File: config.mk
export PLATFORM = sky130hd
export DESIGN_NAME = dda_line_rasterizer
export DESIGN_NICKNAME = d
export VERILOG_FILES = /design/src/rtl/dda_pkg.sv /design/src/rtl/dda_front.sv /design/src/rtl/dda_back.sv /design/src/rtl/dda_line_rasterizer.sv
export SDC_FILE = /design/constraint.sdc
export NUM_CORES = 1
export LEC_CHECK = 0
export BUFFER_PORTS_ARGS = -buffer_cell sky130_fd_sc_hd__buf_4
export CAP_MARGIN = 20
export CELL_PAD_IN_SITES_DETAIL_PLACEMENT = 1
export CELL_PAD_IN_SITES_GLOBAL_PLACEMENT = 1
export CORE_UTILIZATION = 23
export CTS_CLUSTER_SIZE = 8
export DETAILED_ROUTE_END_ITERATION = 8
export HOLD_SLACK_MARGIN = 0.02
export PLACE_DENSITY_LB_ADDON = 0.1
export SETUP_SLACK_MARGIN = 0.1
export SYNTH_ARGS = -nofsm -noshare
export SYNTH_HDL_FRONTEND = slang
export SYNTH_SLANG_ARGS = --single-unit
File: constraint.sdc
create_clock -name clk -period 6.5 [get_ports clk]
set_input_delay 0.975 -clock clk [delete_from_list [all_inputs] [get_ports clk]]
set_output_delay 0.975 -clock clk [all_outputs]
set_load 0.02 [all_outputs]
File: src/rtl/dda_pkg.sv
`default_nettype none

package dda_pkg;

	localparam int COORD_BITS_DEF = 11;
	localparam int FRAC_BITS_DEF  = 16;

	// entries in the queue between front and back
	localparam int QUEUE_DEPTH = 2;

	localparam logic FUNC_START = 1'b0;
	localparam logic FUNC_NEXT  = 1'b1;

	typedef enum logic {
		BK_IDLE,
		BK_DIV
	} back_state_t;

endpackage

`default_nettype wire

File: src/rtl/dda_front.sv
`default_nettype none

module dda_front #(
	parameter int COORD_BITS = dda_pkg::COORD_BITS_DEF
) (
	input  wire logic                         clk,
	input  wire logic                         arst_n,
	input  wire logic                         in_valid,
	output logic                              in_ready,
	input  wire logic                         func,
	input  wire logic signed [COORD_BITS-1:0] x_start,
	input  wire logic signed [COORD_BITS-1:0] y_start,
	input  wire logic signed [COORD_BITS-1:0] x_end,
	input  wire logic signed [COORD_BITS-1:0] y_end,
	output logic                              q_valid,
	input  wire logic                         q_pop,
	output logic                              q_func,
	output logic signed [COORD_BITS-1:0]      q_xa,
	output logic signed [COORD_BITS-1:0]      q_ya,
	output logic [COORD_BITS-1:0]             q_adx,
	output logic [COORD_BITS-1:0]             q_ady,
	output logic                              q_sx,
	output logic                              q_sy,
	output logic [COORD_BITS-1:0]             q_steps
);

	localparam int C  = COORD_BITS;
	localparam int QD = dda_pkg::QUEUE_DEPTH;
	localparam int PW = (QD > 1) ? $clog2(QD) : 1;
	localparam int NW = $clog2(QD + 1);
	localparam int EW = 5 * C + 3;

	logic signed [C:0] dx;
	logic signed [C:0] dy;
	logic [C-1:0]      adx;
	logic [C-1:0]      ady;
	logic [C-1:0]      steps;
	logic [EW-1:0]     entry;
	logic [EW-1:0]     head;
	logic              push;

	logic [EW-1:0] mem_q [QD];
	logic [PW-1:0] wr_ptr_q;
	logic [PW-1:0] rd_ptr_q;
	logic [NW-1:0] count_q;

	always_comb begin
		dx    = {x_end[C-1], x_end} - {x_start[C-1], x_start};
		dy    = {y_end[C-1], y_end} - {y_start[C-1], y_start};
		// |delta| < 2^C, so the magnitude fits in C bits
		adx   = dx[C] ? C'(~dx[C-1:0] + 1'b1) : dx[C-1:0];
		ady   = dy[C] ? C'(~dy[C-1:0] + 1'b1) : dy[C-1:0];
		steps = (adx > ady) ? adx : ady;
		entry = {func, x_start, y_start, adx, ady, dx[C], dy[C], steps};
	end

	assign in_ready = (count_q != NW'(QD));
	assign push     = in_valid && in_ready;
	assign q_valid  = (count_q != '0);
	assign head     = mem_q[rd_ptr_q];
	assign {q_func, q_xa, q_ya, q_adx, q_ady, q_sx, q_sy, q_steps} = head;

	always_ff @(posedge clk) begin
		if (push) begin
			mem_q[wr_ptr_q] <= entry;
		end
	end

	always_ff @(posedge clk or negedge arst_n) begin
		if (!arst_n) begin
			wr_ptr_q <= '0;
			rd_ptr_q <= '0;
			count_q  <= '0;
		end else begin
			if (push) begin
				wr_ptr_q <= (wr_ptr_q == PW'(QD - 1)) ? '0 : wr_ptr_q + 1'b1;
			end
			if (q_pop) begin
				rd_ptr_q <= (rd_ptr_q == PW'(QD - 1)) ? '0 : rd_ptr_q + 1'b1;
			end
			case ({push, q_pop})
				2'b10:   count_q <= count_q + 1'b1;
				2'b01:   count_q <= count_q - 1'b1;
				default: count_q <= count_q;
			endcase
		end
	end

endmodule

`default_nettype wire

File: src/rtl/dda_back.sv
`default_nettype none

module dda_back #(
	parameter int COORD_BITS = dda_pkg::COORD_BITS_DEF,
	parameter int FRAC_BITS  = dda_pkg::FRAC_BITS_DEF
) (
	input  wire logic                         clk,
	input  wire logic                         arst_n,
	input  wire logic                         q_valid,
	output logic                              q_pop,
	input  wire logic                         q_func,
	input  wire logic signed [COORD_BITS-1:0] q_xa,
	input  wire logic signed [COORD_BITS-1:0] q_ya,
	input  wire logic [COORD_BITS-1:0]        q_adx,
	input  wire logic [COORD_BITS-1:0]        q_ady,
	input  wire logic                         q_sx,
	input  wire logic                         q_sy,
	input  wire logic [COORD_BITS-1:0]        q_steps,
	output logic                              out_valid,
	input  wire logic                         out_ready,
	output logic signed [COORD_BITS-1:0]      point_x,
	output logic signed [COORD_BITS-1:0]      point_y,
	output logic                              point_valid,
	output logic                              point_last
);

	localparam int C  = COORD_BITS;
	localparam int F  = FRAC_BITS;
	localparam int AW = C + F + 1;
	localparam int SW = F + 2;
	localparam int NW = $clog2(F);
	localparam logic signed [AW-1:0] HALF = {{(AW - F){1'b0}}, 1'b1, {(F - 1){1'b0}}};

	dda_pkg::back_state_t state_q;
	dda_pkg::back_state_t state_d;

	logic [NW-1:0]        cnt_q;
	logic                 line_active_q;
	logic                 out_valid_q;
	logic                 slot_free;
	logic                 is_start;

	logic signed [AW-1:0] x_accum_q;
	logic signed [AW-1:0] y_accum_q;
	logic signed [SW-1:0] x_step_q;
	logic signed [SW-1:0] y_step_q;
	logic [C-1:0]         steps_left_q;
	logic [C-1:0]         steps_dec;

	logic [C-1:0]         div_q;
	logic [C-1:0]         x_rem_q;
	logic [C-1:0]         y_rem_q;
	logic [F:0]           x_quo_q;
	logic [F:0]           y_quo_q;
	logic                 x_neg_q;
	logic                 y_neg_q;

	logic [C:0]           x_rem2;
	logic [C:0]           y_rem2;
	logic                 x_ge;
	logic                 y_ge;
	logic [C:0]           x_rem_d;
	logic [C:0]           y_rem_d;
	logic [F:0]           x_quo;
	logic [F:0]           y_quo;
	logic signed [SW-1:0] x_inc;
	logic signed [SW-1:0] y_inc;

	logic signed [AW-1:0] x_sum;
	logic signed [AW-1:0] y_sum;
	logic signed [AW-1:0] x_half;
	logic signed [AW-1:0] y_half;
	logic [C-1:0]         x_pt;
	logic [C-1:0]         y_pt;

	logic signed [C-1:0]  point_x_q;
	logic signed [C-1:0]  point_y_q;
	logic                 point_valid_q;
	logic                 point_last_q;

	always_comb begin
		slot_free = !out_valid_q || out_ready;
		is_start  = (q_func == dda_pkg::FUNC_START);
		state_d   = state_q;
		q_pop     = 1'b0;
		case (state_q)
			dda_pkg::BK_IDLE: begin
				if (q_valid && slot_free) begin
					q_pop = 1'b1;
					if (is_start && q_steps != '0) begin
						state_d = dda_pkg::BK_DIV;
					end
				end
			end
			dda_pkg::BK_DIV: begin
				if (cnt_q == NW'(F - 1)) begin
					state_d = dda_pkg::BK_IDLE;
				end
			end
			default: state_d = dda_pkg::BK_IDLE;
		endcase
	end

	// restoring divide, one quotient bit per cycle for both axes
	always_comb begin
		x_rem2  = {x_rem_q, 1'b0};
		y_rem2  = {y_rem_q, 1'b0};
		x_ge    = (x_rem2 >= {1'b0, div_q});
		y_ge    = (y_rem2 >= {1'b0, div_q});
		x_rem_d = x_ge ? (x_rem2 - {1'b0, div_q}) : x_rem2;
		y_rem_d = y_ge ? (y_rem2 - {1'b0, div_q}) : y_rem2;
		x_quo   = {x_quo_q[F-1:0], x_ge};
		y_quo   = {y_quo_q[F-1:0], y_ge};
		x_inc   = x_neg_q ? -$signed({1'b0, x_quo}) : $signed({1'b0, x_quo});
		y_inc   = y_neg_q ? -$signed({1'b0, y_quo}) : $signed({1'b0, y_quo});
	end

	// accumulate, then add one half and truncate toward zero
	always_comb begin
		x_sum     = x_accum_q + {{(AW - SW){x_step_q[SW-1]}}, x_step_q};
		y_sum     = y_accum_q + {{(AW - SW){y_step_q[SW-1]}}, y_step_q};
		x_half    = x_sum + HALF;
		y_half    = y_sum + HALF;
		x_pt      = x_half[F+C-1:F] + {{(C - 1){1'b0}}, x_half[AW-1] & (|x_half[F-1:0])};
		y_pt      = y_half[F+C-1:F] + {{(C - 1){1'b0}}, y_half[AW-1] & (|y_half[F-1:0])};
		steps_dec = steps_left_q - 1'b1;
	end

	always_ff @(posedge clk) begin
		if (q_pop) begin
			if (is_start) begin
				x_accum_q     <= {q_xa[C-1], q_xa, {F{1'b0}}};
				y_accum_q     <= {q_ya[C-1], q_ya, {F{1'b0}}};
				steps_left_q  <= q_steps;
				div_q         <= q_steps;
				// a delta equal to steps gives the integer quotient bit
				x_rem_q       <= (q_adx == q_steps) ? '0 : q_adx;
				y_rem_q       <= (q_ady == q_steps) ? '0 : q_ady;
				x_quo_q       <= {{F{1'b0}}, q_adx == q_steps};
				y_quo_q       <= {{F{1'b0}}, q_ady == q_steps};
				x_neg_q       <= q_sx;
				y_neg_q       <= q_sy;
				point_x_q     <= q_xa;
				point_y_q     <= q_ya;
				point_valid_q <= 1'b1;
				point_last_q  <= (q_steps == '0);
			end else if (line_active_q) begin
				x_accum_q     <= x_sum;
				y_accum_q     <= y_sum;
				steps_left_q  <= steps_dec;
				point_x_q     <= x_pt;
				point_y_q     <= y_pt;
				point_valid_q <= 1'b1;
				point_last_q  <= (steps_dec == '0);
			end else begin
				point_x_q     <= '0;
				point_y_q     <= '0;
				point_valid_q <= 1'b0;
				point_last_q  <= 1'b0;
			end
		end
		if (state_q == dda_pkg::BK_DIV) begin
			x_rem_q <= x_rem_d[C-1:0];
			y_rem_q <= y_rem_d[C-1:0];
			x_quo_q <= x_quo;
			y_quo_q <= y_quo;
			if (cnt_q == NW'(F - 1)) begin
				x_step_q <= x_inc;
				y_step_q <= y_inc;
			end
		end
	end

	always_ff @(posedge clk or negedge arst_n) begin
		if (!arst_n) begin
			state_q       <= dda_pkg::BK_IDLE;
			cnt_q         <= '0;
			line_active_q <= 1'b0;
			out_valid_q   <= 1'b0;
		end else begin
			state_q <= state_d;
			if (q_pop) begin
				cnt_q <= '0;
			end else if (state_q == dda_pkg::BK_DIV) begin
				cnt_q <= cnt_q + 1'b1;
			end
			if (q_pop) begin
				if (is_start) begin
					line_active_q <= (q_steps != '0);
				end else if (line_active_q && steps_dec == '0) begin
					line_active_q <= 1'b0;
				end
			end
			if (q_pop) begin
				out_valid_q <= 1'b1;
			end else if (out_ready) begin
				out_valid_q <= 1'b0;
			end
		end
	end

	assign out_valid   = out_valid_q;
	assign point_x     = point_x_q;
	assign point_y     = point_y_q;
	assign point_valid = point_valid_q;
	assign point_last  = point_last_q;

endmodule

`default_nettype wire

File: src/rtl/dda_line_rasterizer.sv
// Channel   Direction  Handshake             Payload
// input     in         in_valid / in_ready   func, x_start, y_start, x_end, y_end
// output    out        out_valid / out_ready point_x, point_y, point_valid, point_last
//
// A next item or a zero-length start is taken straight from the queue by the back end;
// any other start then runs the shared bit-per-cycle divider that forms both
// increments, and the back end takes no new item until the divide is done.
// Items wait in a QUEUE_DEPTH entry queue, so input is taken while the back end
// divides or while a result waits in the output register.
// arst_n clears the queue, the sequencer, the active-line flag and out_valid.
`default_nettype none

module dda_line_rasterizer #(
	parameter int COORD_BITS = dda_pkg::COORD_BITS_DEF,
	parameter int FRAC_BITS  = dda_pkg::FRAC_BITS_DEF
) (
	input  wire logic                         clk,
	input  wire logic                         arst_n,
	input  wire logic                         in_valid,
	output logic                              in_ready,
	input  wire logic                         func,
	input  wire logic signed [COORD_BITS-1:0] x_start,
	input  wire logic signed [COORD_BITS-1:0] y_start,
	input  wire logic signed [COORD_BITS-1:0] x_end,
	input  wire logic signed [COORD_BITS-1:0] y_end,
	output logic                              out_valid,
	input  wire logic                         out_ready,
	output logic signed [COORD_BITS-1:0]      point_x,
	output logic signed [COORD_BITS-1:0]      point_y,
	output logic                              point_valid,
	output logic                              point_last
);

	logic                         q_valid;
	logic                         q_pop;
	logic                         q_func;
	logic signed [COORD_BITS-1:0] q_xa;
	logic signed [COORD_BITS-1:0] q_ya;
	logic [COORD_BITS-1:0]        q_adx;
	logic [COORD_BITS-1:0]        q_ady;
	logic                         q_sx;
	logic                         q_sy;
	logic [COORD_BITS-1:0]        q_steps;

	dda_front #(
		.COORD_BITS(COORD_BITS)
	) u_front (
		.clk      (clk),
		.arst_n   (arst_n),
		.in_valid (in_valid),
		.in_ready (in_ready),
		.func     (func),
		.x_start  (x_start),
		.y_start  (y_start),
		.x_end    (x_end),
		.y_end    (y_end),
		.q_valid  (q_valid),
		.q_pop    (q_pop),
		.q_func   (q_func),
		.q_xa     (q_xa),
		.q_ya     (q_ya),
		.q_adx    (q_adx),
		.q_ady    (q_ady),
		.q_sx     (q_sx),
		.q_sy     (q_sy),
		.q_steps  (q_steps)
	);

	dda_back #(
		.COORD_BITS(COORD_BITS),
		.FRAC_BITS (FRAC_BITS)
	) u_back (
		.clk         (clk),
		.arst_n      (arst_n),
		.q_valid     (q_valid),
		.q_pop       (q_pop),
		.q_func      (q_func),
		.q_xa        (q_xa),
		.q_ya        (q_ya),
		.q_adx       (q_adx),
		.q_ady       (q_ady),
		.q_sx        (q_sx),
		.q_sy        (q_sy),
		.q_steps     (q_steps),
		.out_valid   (out_valid),
		.out_ready   (out_ready),
		.point_x     (point_x),
		.point_y     (point_y),
		.point_valid (point_valid),
		.point_last  (point_last)
	);

endmodule

`default_nettype wire

Word-level counts from Yosys, hierarchy flattened

Memory sizes are Yosys's and may differ from the RTL's.
Index checks and enable logic that the tools add are counted.

$lt $le $gt $ge: 3
Mux-type cells: 51
Reduce and logical (&&, ||, !) cells: 20
Bitwise logic cells: 6
$add $sub $neg: 20
Eq/ne operators: 9

Operators with widths:

| cell                                                                    | count |
|---|---|
| 11-bit 2-to-1 mux                                                       | 19 |
| 28-bit 2-to-1 mux                                                       | 4 |
| 16-bit 2-to-1 mux                                                       | 6 |
| 28-bit by 17-bit adder with 28-bit output, second input constant        | 2 |
| 28-bit adder                                                            | 2 |
| 17-bit negation with 18-bit output                                      | 2 |
| 17-bit 2-to-1 mux                                                       | 2 |
| 16-bit OR reduction                                                     | 2 |
| 12-bit by 11-bit greater-or-equal comparator with 1-bit output          | 2 |
| 11-bit by 11-bit subtractor with 12-bit output                          | 2 |
| 11-bit by 1-bit adder with 11-bit output                                | 2 |
| 11-bit by 1-bit adder with 11-bit output, second input constant         | 2 |
| 11-bit equality test                                                    | 2 |
| 11-bit logical NOT                                                      | 2 |
| 11-bit inverter                                                         | 2 |
| 11-bit subtractor                                                       | 2 |
| 1-bit 2-to-1 mux                                                        | 16 |
| 11-bit > comparator                                                     | 1 |
| 11-bit nonzero test                                                     | 1 |
| 11-bit by 1-bit subtractor with 11-bit output, second input constant    | 1 |
| 2-bit AND reduction                                                     | 5 |
| 4-bit 2-to-1 mux                                                        | 2 |
| 2-bit nonzero test                                                      | 4 |
| 2-bit by 1-bit inequality test with 1-bit output, second input constant | 3 |
| 15 further kinds                                                        | 21 |

Input port bits: 49
RAM bits: 116
Register bits after elaboration: 205
Logic and storage cells: 137
Memories kept: 1
Output and inout port bits: 26

Memories:

| name          | depth | bits a word | rd ports | clocked after memory_dff | write ports | RTL line        | text |
|---|---|---|---|---|---|---|---|
| u_front.mem_q | 2     | 58          | 1        | 0                        | 1           | dda_front.sv:42 | `logic [EW-1:0] mem_q [QD];` |

Logic depth before layout (Yosys ltp)

Gate-level depths: netlist of run 1.

Depth in word-level cells: 7
Depth in mapped cells: 26
Gate-level depth less buffers: 24

Hierarchy

A second synthesis of run 1 with hierarchy kept.

Cells, all modules: 1935
Area, all modules: 20628.5 um2

Modules (own cells, without submodules):

| module    | seq. area each (um2) | cells each | instances | area an instance (um2) |
|---|---|---|---|---|
| dda_back  | 6000.8               | 1424       | 1         | 14076.0 |
| dda_front | 3583.4               | 511        | 1         | 6552.5 |

Worst setup path before layout of run 1

Ideal clock, no wire load.

Path kind: input to register
Start point: input port x_start[1]
End point: memory u_front.mem_q[0][1] (netlist bit) (data pin)
Setup slack: 0.949 ns
Buffers on the path: 2
Arrival: 5.289 ns
Library setup time: 0.262 ns
Stages: 26
Cells stage by stage: inv_1 -> ha_1 -> nor2b_1 -> o21ai_0 -> a21oi_1 -> o21ai_0 -> a21boi_0 -> o21ai_0 -> a211oi_1 -> a21oi_1 -> clkbuf_1 -> nand2_1 -> o21ai_0 -> ha_1 -> nor2b_1 -> o21a_1 -> o21a_1 -> o21a_1 -> o21a_1 -> o21a_1 -> o21a_1 -> o21a_1 -> o211ai_1 -> a21oi_1 -> buf_1 -> mux2_2

RTL lines:

| element                                          | RTL line                  | text |
|---|---|---|
| from (decl)                                      | dda_line_rasterizer.sv:22 | `input wire logic signed [COORD_BITS-1:0] x_start,` |
| 11-bit by 11-bit subtractor with 12-bit output * | dda_front.sv:48           | `dx = {x_end[C-1], x_end} - {x_start[C-1], x_start};` |
| named net u_front.dx[11]                         | dda_front.sv:33           | `logic signed [C:0] dx;` |
| 11-bit 2-to-1 mux *                              | dda_front.sv:51           | `adx = dx[C] ? C'(~dx[C-1:0] + 1'b1) : dx[C-1:0];` |
| named net u_front.adx[1]                         | dda_front.sv:35           | `logic [C-1:0] adx;` |
| 11-bit > comparator                              | dda_front.sv:53           | `steps = (adx > ady) ? adx : ady;` |
| 11-bit 2-to-1 mux *                              | dda_front.sv:53           |  |
| named net u_front.steps[1]                       | dda_front.sv:37           | `logic [C-1:0] steps;` |
| to (decl)                                        | dda_front.sv:42           |  |

Mark *: on every way through the listed nets, which the timed path passes. The rest lies on a longest branch.

Worst setup path in the final report of run 1

Start point: register u_back.x_step_q[17]
End point: register u_back.point_x_q[10], in the netlist u_back.point_x[10] (data pin)

Cells in the longest elaborated chain, start to end: 6

RTL lines:

| element                                     | RTL line        | text |
|---|---|---|
| from (decl)                                 | dda_back.sv:45  | `logic signed [SW-1:0] x_step_q;` |
| from (signal assigned)                      | dda_back.sv:168 | `x_step_q <= x_inc;` |
| 28-bit adder *                              | dda_back.sv:120 | `x_sum = x_accum_q + {{(AW - SW){x_step_q[SW-1]}}, x_step_q};` |
| 28-bit by 17-bit adder with 28-bit output * | dda_back.sv:122 | `x_half = x_sum + HALF;` |
| 1-bit AND                                   | dda_back.sv:124 | `x_pt = x_half[F+C-1:F] + {{(C - 1){1'b0}}, x_half[AW-1] & (\|x_half[F-1:0])};` |
| 11-bit by 1-bit adder with 11-bit output *  | dda_back.sv:124 |  |
| 11-bit 2-to-1 mux *                         | dda_back.sv:147 | `end else if (line_active_q) begin` |
| 11-bit 2-to-1 mux *                         | dda_back.sv:131 | `if (is_start) begin` |
| to (signal assigned)                        | dda_back.sv:143 | `point_x_q <= q_xa;` |
| to (signal assigned)                        | dda_back.sv:151 | `point_x_q <= x_pt;` |
| to (decl)                                   | dda_back.sv:76  | `logic signed [C-1:0] point_x_q;` |

Mark *: on every way between the ends. The rest lies on a longest branch, timed or not.
A chain may end at the register's enable or synchronous reset.

==> results of run 1 <==
-- registers in the layout, indices dropped and copies added, names as in the netlist, 2 cells and up --
| signal | cells |
|---|---|
| u_back.div_q | 11 |
| u_back.x_quo_q | 16 |
| u_back.x_accum_q | 28 |
| u_front.count_q | 2 |
| u_front.mem_q | 116 |
| u_back.y_rem_q | 11 |
| u_back.steps_left_q | 11 |
| u_back.cnt_q | 4 |
| u_back.y_step_q | 18 |
| u_back.x_step_q | 18 |
| u_back.y_accum_q | 28 |
| u_back.y_quo_q | 16 |
| u_back.x_rem_q | 11 |
| u_back.point_x | 11 |
| u_back.point_y | 11 |
-- metal layers --
layer | track usage, % | up-vias
met1 | 18.2 | 7392
met4 | 3.68 | 0
met5 | 0 | -
met3 | 1.68 | 80
li1 | - | 7284
met2 | 24.8 | 165
-- layout make-up --
cell class                 count  area (sq um)  share of cell area [%]
multi-input combinational   1399         10000                    42.3
sequential                   321          9590                    40.4
tap                         1155          1450                    6.08
clock buffer                  70          1280                    5.40
timing repair buffer         104           813                    3.42
inverter                     134           503                    2.12
clock inverter                10          76.3                   0.321
antenna                        2          5.00                  0.0211
-- logic make-up (layout without fill, tap and decap cells) --
| group | after synthesis | in the layout | synth area share, % |
|---|---|---|---|
| mux | 79 | 79 | 4.02 |
| fa+ha+maj | 129 | 129 | 8.15 |
| flops | 321 | 321 | 47.1 |
| buf+inv | 206 | 318 | 3.85 |
| simple gates | 577 | 577 | 14.6 |
| xor+xnor | 174 | 174 | 7.48 |
| compound gates | 440 | 440 | 14.9 |
| other cells | 0 | 2 | 0 |
-- per-stage QoR --
stage	total power, mW	std cells
global placement	9.08	3111
detailed placement	9.14	3111
finish	11.3	3195
CTS	11.6	3191
global route	12.2	3193
floorplan	7.27	1926
-- layout by cell type, fill, tap and decap left out, types with 16 or more instances in the layout --
master / n
edfxtp_1: 310
nand2_1: 162
inv_1: 134
ha_1: 121
nor2_1: 113
o21ai_0: 111
buf_4: 102
xnor2_1: 96
xor2_1: 78
a21oi_1: 70
mux2i_1: 55
and2_1: 54
clkbuf_16: 48
nand3_1: 37
nor3_1: 32
o211ai_1: 26
o21a_1: 25
nand4_1: 25
nor2b_1: 24
mux2_2: 23
clkbuf_1: 22
o221ai_1: 21
or3_1: 18
a21o_1: 17
nand2b_1: 17
a21boi_0: 16
and3_1: 16
-- worst max-delay path, stage by stage (launching register included) --
cell	delay (ps)
edfxtp_1	650
ha_2	570
and4_1	290
nand3_1	130
a211oi_2	410
nor3_1	210
nor4_4	430
nand4_2	240
nor2_2	250
nand3b_1	120
xnor2_1	180
a31oi_1	180
ha_1	270
ha_1	280
nor2b_1	160
o2111ai_1	100
a21boi_0	240
a311o_1	290
nand2_1	80
o311ai_0	290
o311ai_1	150
-- power groups by stage --
stage                     Clock, mW  Sequential (mW)  Combinational [mW]
after floorplan                   0             3.61                3.65
after global placement            0             3.71                5.37
after detailed placement          0             3.73                5.41
after CTS                      2.43             3.70                5.45
after global routing           2.47             3.76                5.95
final                          2.32             3.68                5.35
-- worst max-delay path by stage --
stage	end	slack (ps)	from	cells past startpoint
after detailed placement	u_front.mem_q[1][8]	320	x_start[1]	26
after floorplan	u_front.mem_q[0][1]	950	x_start[1]	26
final	u_back.point_x[10]	700	u_back.x_step_q[17]	20
after CTS	u_back.point_x[10]	530	u_back.x_step_q[17]	20
after global placement	u_front.mem_q[0][8]	560	y_start[1]	25
after global routing	u_back.point_x[10]	100	u_back.x_step_q[17]	20
-- what timing repair did --
item                                    CTS  global route
resized for setup                         0             3
setup buffers                             0             0
endpoints found under the hold margin     0             0
endpoints found under the setup margin    0             1
==> results.yml, run 1 <==
critical_path:
  endpoint_kind: "flip-flop"
  cp_max_fo: 11
  worstPathArrival_ps: 6120
  ff2ff_setup_slack_ps: 700
  r2r_cells: 20
  crit_path_start_kind: "flip-flop"
  r2r-start: "u_back.x_step_q[17]"
  required_ps: 6820
  r2r-end: "u_back.point_x[10]"
  crit_type: "flip-flop to flip-flop"
drt:
  drt-met1-wl_um: 29700
  wirelength_um: 64200
  ant_nets: 0
  via_per_inst: 4.67
  first_pass_iters: 5
  dr_wl_met3_um: 1560
  dr_total_vias: 14900
  remaining_drc_errors: 0
  highest_layer: "met4"
  wl_per_cell_um: 20.1
  drt_iter0_drc: 549
  route.met2.wl_um: 31600
synthesis:
  yosysMostFrequentCell: "edfxtp_1"
  syn_nets: 2104
  synthTopCellsByCount: "310 x edfxtp_1, 162 x nand2_1, 134 x inv_1"
  synth_area_sq_mm: 0.0204
  synth.distinct_cells: 92
  yosysWarnings: 0
  synth.ff_latch_count: 321
  synth_edf_count: 310
  synth_top_area_share_pct: 45.7
  synth.area.top_cells: "edfxtp_1 46%, ha_1 7.6%, xnor2_1 4.1%, xor2_1 3.4%, nand2_1 3.0%"
  synth-main-ff-cell: "edfxtp_1"
  ys_seq_area_share_pct: 47.1
  synth_cells: 1926
  yosysTopAreaCell: "edfxtp_1"
  syn_avg_cell_area_sq_um: 10.6
  async_reset_ff_share_pct: 3.43
clock_network:
  clock_sinks: 321
  clkLatencyLatePin_ps: 610
  cts_tree: "built"
  cts_root_buf: "clkbuf_16"
  ctsHtreeMaxLevel: 2
  cts_buffers: 48
  cts_hold_buf: 0
  clock_path_buffers: 3
  clkTransAtPathRegs_ps: 50
sta:
  worst_hold_slack_ps: 203
  worst_pin_slew_ps: 1090
  final.setup.tns_ps: 0
  hold_viol_final: 0
  slew_headroom_pct: 25.5
  finalMaxSlewViolations: 0
  finalClockSkew_ps: 44.8
  final.period_utilization_pct: 89.2
  clock.fmax_mhz: 172
  rsz0062_at_grt: "no"
  min_period_ps: 5800
  layout_setup_ws_ps: 699
  finalSetupViolations: 0
place:
  detailedPlace.worstSlack_ps: 316
  portBuffers: 74
  place_area_sq_mm: 0.0223
  place.gp.congestion: 0.774
  place_hpwl_um: 48200
cells_and_area:
  fin_area_sq_mm: 0.0238
  drive_gt1_share_pct: 11.5
  syn2layout_area_growth_pct: 16.7
  fillers: 9836
  finish.utilization_pct: 27.2
  fin_nets: 2186
flow_run:
  drv_cap: 0
die:
  dieArea_sq_mm: 0.0897
  core.rowCount: 108
  dieHeight_um: 300
  core-area_sq_mm: 0.0873
  num_io_pins: 75
  die_width_um: 300
  start_util_pct: 23.3
power_and_ir_drop:
  seqPwrFrac_pct: 32.4
  p_int_mw: 6.62
  p_comb_share_pct: 47.1
  switching_share_pct: 41.7
  leakagePower_nw: 8.93
  netSwitchingPower_mw: 4.73
  power_density_mw_per_mm2: 477
  vdd_drop_max_mv: 0.182
  clkPwrFrac_pct: 20.4
grt:
  grt.overflow.total: 0
  grt_pass1_vias: 15800
  grt_pass1_wl_um: 97200
  grt_max_degree: 83
  antenna_found_initial: 3
  grt_use_total_pct: 14.1
hold_path:
  hp-class: "primary input to async pin"
status:
  status: "complete, no violations"
(Power assumes the default switching activity.)
==> inputs of run 2 (changes only) <==
REMOVE_ABC_BUFFERS = 1   (was unset)
==> results.yml, run 2 (synthesized netlist as in run 1, its figures left out) <==
status:
  status: "complete, no violations"
critical_path:
  endpoint_kind: "flip-flop"
  worstPathArrival_ps: 6230
  required_ps: 6800
  r2r_cells: 22
  r2r-end: "u_back.point_x[10]"
  r2r-start: "u_back.x_step_q[9]"
  cp_max_fo: 9
  crit_type: "flip-flop to flip-flop"
  crit_path_start_kind: "flip-flop"
  ff2ff_setup_slack_ps: 580
clock_network:
  cts_tree: "built"
  clock_path_buffers: 3
  clock_sinks: 321
  clkLatencyLatePin_ps: 590
  clkTransAtPathRegs_ps: 50
  cts_buffers: 48
  cts_hold_buf: 0
  ctsHtreeMaxLevel: 2
  cts_root_buf: "clkbuf_16"
cells_and_area:
  syn2layout_area_growth_pct: 17.0
  drive_gt1_share_pct: 12.1
  reg_top3: "u_front.mem_q x116, u_back.x_accum_q x28, u_back.y_accum_q x28"
  layout_commonest_cell: "edfxtp_1"
  largest_reg_flops: 116
  final_cell_mix: "310 x edfxtp_1, 162 x nand2_1, 134 x inv_1, 121 x ha_1, 116 x buf_4"
  fillers: 9903
  fin_nets: 2200
  regMostFlops: "u_front.mem_q"
  fin_area_sq_mm: 0.0238
place:
  place.gp.congestion: 0.784
  detailedPlace.worstSlack_ps: 130
  portBuffers: 74
  place_area_sq_mm: 0.0224
  place_hpwl_um: 48400
die:
  core-area_sq_mm: 0.0873
  start_util_pct: 23.3
  core.rowCount: 108
  die_width_um: 300
  dieHeight_um: 300
  num_io_pins: 75
  dieArea_sq_mm: 0.0897
sta:
  slew_headroom_pct: 30.6
  finalMaxSlewViolations: 0
  finalClockSkew_ps: 33.3
  min_period_ps: 5920
  hold_viol_final: 0
  finalSetupViolations: 0
  worst_pin_slew_ps: 1040
  worst_hold_slack_ps: 241
  layout_setup_ws_ps: 576
  clock.fmax_mhz: 169
  final.period_utilization_pct: 91.1
  rsz0062_at_grt: "no"
  final.setup.tns_ps: 0
drt:
  wirelength_um: 65900
  first_pass_iters: 5
  remaining_drc_errors: 0
  wl_per_cell_um: 20.6
  via_per_inst: 4.72
  dr_total_vias: 15100
  drt_iter0_drc: 606
  ant_nets: 0
power_and_ir_drop:
  power_density_mw_per_mm2: 479
  clkPwrFrac_pct: 20.1
  leakagePower_nw: 8.97
  total_power_mw: 11.4
  p_int_mw: 6.65
  seqPwrFrac_pct: 32.4
  p_comb_share_pct: 47.5
  vdd_drop_max_mv: 0.230
  netSwitchingPower_mw: 4.75
  switching_share_pct: 41.7
hold_path:
  hp-class: "primary input to async pin"
grt:
  grt.overflow.total: 0
  grt_use_total_pct: 14.6
  grt_max_degree: 82
  grt_pass1_vias: 16200
  antenna_found_initial: 0
  grt_pass1_wl_um: 99800
flow_run:
  drv_cap: 0
## run 2: cell count changes in the layout (fill, tap and decap cells not counted), moves of 2 or more
cell      previous run  this run
buf_4              102       116
clkbuf_1            22        19
clkinv_1             3         1
clkinv_2             4         2
## run 2: routing by layer
| layer | routed length [um] | global-route usage [%] | up-vias |
|---|---|---|---|
| met5 | 0 | 0 | - |
| met4 | 1480 | 4.30 | 0 |
| met3 | 1820 | 1.90 | 70 |
| met2 | 31400 | 24.8 | 190 |
| met1 | 31200 | 19.4 | 7518 |
| li1 | - | - | 7323 |
## run 2: final cells by class
class | instances | area (sq um) | share of cell area, %
clock inverter | 6 | 47.5 | 0.200
inverter | 134 | 503 | 2.11
timing repair buffer | 118 | 896 | 3.76
antenna | 1 | 2.50 | 0.0105
sequential | 321 | 9590 | 40.3
tap | 1155 | 1450 | 6.07
clock buffer | 67 | 1270 | 5.34
multi-input combinational | 1399 | 10100 | 42.2
## run 2: repair_timing
item / in CTS / in global routing
setup endpoints to repair: 0 / 3
setup buffers: 0 / 1
hold endpoints to repair: 0 / 0
gates resized for setup: 0 / 4
## run 2: critical path: stages (launching register included)
cell and delay, ps:
edfxtp_1 380, ha_1 390, a211oi_1 250, nor2_1 110, o311ai_0 370, nor3b_4 500
xor2_1 240, inv_1 150, ha_1 360, nand4_2 230, nor2_2 240, nand3b_1 120
xnor2_1 200, a31oi_1 170, ha_1 310, ha_1 310, nor2b_1 160, o2111ai_1 100
a21boi_0 190, a311o_1 300, nand2_1 100, o311ai_0 290, o311ai_1 150
## run 2: power by group through the flow
stage	logic, mW	clock network, mW	registers, mW
finish	5.41	2.29	3.70
global route	6.04	2.46	3.77
CTS	5.53	2.39	3.71
detailed placement	5.49	0	3.74
global placement	5.45	0	3.73
floorplan	3.50	0	3.72
## run 2: how the worst max path moves through the flow
| stage | from | to | slack [ps] | depth (start not counted) |
|---|---|---|---|---|
| after floorplan | u_front.rd_ptr_q | u_back.x_quo_q[0] | 600 | 2 |
| after global placement | u_back.x_step_q[17] | u_back.point_x[10] | 170 | 20 |
| after detailed placement | u_back.x_step_q[17] | u_back.point_x[10] | 130 | 20 |
| after CTS | u_back.x_step_q[17] | u_back.point_x[10] | 110 | 20 |
| after global routing | u_back.x_step_q[10] | u_back.point_x[10] | 130 | 22 |
| final | u_back.x_step_q[9] | u_back.point_x[10] | 580 | 22 |
## run 2: stage by stage
stage	instances	util [%]
after floorplan	1854	-
after global placement	3124	25.7
after detailed placement	3124	25.7
after CTS	3197	27.2
after global routing	3200	27.3
final	3201	27.3
==> inputs of run 3 (changes only) <==
RECOVER_POWER = 25   (was unset)
==> results.yml, run 3 (synthesized netlist as in run 1, its figures left out) <==
clock_network:
  cts_buffers: 48
  cts_root_buf: "clkbuf_16"
  ctsHtreeMaxLevel: 2
  clkLatencyLatePin_ps: 590
  cts_hold_buf: 0
  clock_sinks: 321
  cts_tree: "built"
  clock_path_buffers: 3
  clkTransAtPathRegs_ps: 60
sta:
  hold_viol_final: 0
  finalClockSkew_ps: 35.2
  rsz0062_at_grt: "no"
  min_period_ps: 5910
  finalSetupViolations: 0
  final.period_utilization_pct: 91.0
  finalMaxSlewViolations: 183
  slew_headroom_pct: -159
  final.setup.tns_ps: 0
  clock.fmax_mhz: 169
  worst_hold_slack_ps: 477
  worst_pin_slew_ps: 3880
critical_path:
  r2r-start: "u_back.x_step_q[9]"
  ff2ff_setup_slack_ps: 590
  worstPathArrival_ps: 6240
  crit_family: "compound AO/OA/AOI/OAI gates"
  r2r-end: "u_back.point_x[10]"
  slowest_delay_ps: 390
  path_buf_inv: 4
  required_ps: 6830
  crit_path_start_kind: "primary input"
  endpoint_kind: "flip-flop"
  r2r_cells: 22
  cp_max_fo: 10
  cpMaxStageDelayCell: "o21ai_0"
  crit_type: "primary input to flip-flop"
  cp_common_cell: "o21a_1"
die:
  dieArea_sq_mm: 0.0897
  num_io_pins: 75
  die_width_um: 300
  core-area_sq_mm: 0.0873
  core.rowCount: 108
  dieHeight_um: 300
  start_util_pct: 23.3
power_and_ir_drop:
  switching_share_pct: 41.6
  p_comb_share_pct: 47.5
  leakagePower_nw: 8.85
  power_density_mw_per_mm2: 482
  vdd_drop_max_mv: 0.237
  seqPwrFrac_pct: 32.4
  total_power_mw: 11.4
  clkPwrFrac_pct: 20.1
  p_int_mw: 6.65
  netSwitchingPower_mw: 4.74
cells_and_area:
  fin_area_sq_mm: 0.0237
  layout_commonest_cell: "edfxtp_1"
  fin_nets: 2200
  final_cell_mix: "310 x edfxtp_1, 162 x nand2_1, 134 x inv_1, 121 x ha_1, 115 x nor2_1"
  drive_gt1_share_pct: 10.4
  largest_reg_flops: 116
  finish.utilization_pct: 27.1
  syn2layout_area_growth_pct: 16.2
  reg_top3: "u_front.mem_q x116, u_back.x_accum_q x28, u_back.y_accum_q x28"
  regMostFlops: "u_front.mem_q"
place:
  place_hpwl_um: 48400
  portBuffers: 74
  place_area_sq_mm: 0.0224
  place.gp.congestion: 0.784
drt:
  first_pass_iters: 5
  via_per_inst: 4.72
  ant_nets: 0
  drt_iter0_drc: 584
  remaining_drc_errors: 0
  dr_total_vias: 15100
  wirelength_um: 65900
  wl_per_cell_um: 20.6
status:
  violations: "capacitance limit, slew limit"
  status: "complete, but fails checks"
flow_run:
  drv_cap: 4
grt:
  antenna_found_initial: 0
  grt_max_degree: 82
  grt_pass1_vias: 16200
  grt_use_total_pct: 14.6
  grt_pass1_wl_um: 99800
  grt.overflow.total: 0
hold_path:
  hp-class: "primary input to async pin"
run 3: cell types whose count changed in the layout (fill, tap and decap cells not counted), moves of 2 or more:
cell,previous run,this run
and2_1,54,40
buf_4,116,87
clkbuf_1,19,48
nor2_1,113,115
dfrtp_1,9,11
and2_0,0,14
nor2_4,2,0
run 3: what timing repair did:
| action | in CTS | in global routing |
|---|---|---|
| buffers inserted | 0 | 1 |
| endpoints found under the setup margin | 0 | 3 |
| gates resized for setup | 0 | 4 |
run 3: worst max-delay path by stage:
stage	from	end	slack [ps]	cells past startpoint
after floorplan	u_front.rd_ptr_q	u_back.x_quo_q[0]	600	2
after global placement	u_back.x_step_q[17]	u_back.point_x[10]	170	20
after detailed placement	u_back.x_step_q[17]	u_back.point_x[10]	130	20
after CTS	u_back.x_step_q[17]	u_back.point_x[10]	110	20
after global routing	u_back.x_step_q[10]	u_back.point_x[10]	130	22
final	x_start[1]	u_front.mem_q[0][1]	590	27
run 3: metal layers:
metal  global-route usage (%)  vias to the layer above  part of all wire (%)
met4                     4.30                        0                   2.3
met1                     19.4                     7531                    48
li1                         -                     7321                     -
met5                        0                        -                     0
met2                     24.8                      179                    48
met3                     1.90                       72                   2.6
run 3: power by group through the flow:
stage,Clock [mW],Combinational [mW],Sequential (mW)
CTS,2.39,5.53,3.71
global route,2.46,6.04,3.77
detailed placement,0,5.49,3.74
floorplan,0,3.50,3.72
global placement,0,5.45,3.73
finish,2.29,5.41,3.69
run 3: through the flow:
step | cells | setup WS, ps
2_1_floorplan | 1854 | 601
3_3_place_gp | 3124 | 165
3_5_place_dp | 3124 | 130
4_1_cts | 3197 | 109
5_1_grt | 3200 | 125
6_report | 3201 | 587
run 3: layout make-up:
class                      instances  area [sq um]
clock inverter                     6          47.5
clock buffer                      67          1270
timing repair buffer             118           774
multi-input combinational       1399         10000
fill                            9930         63600
antenna                            1          2.50
inverter                         134           503
tap                             1155          1450
sequential                       321          9580
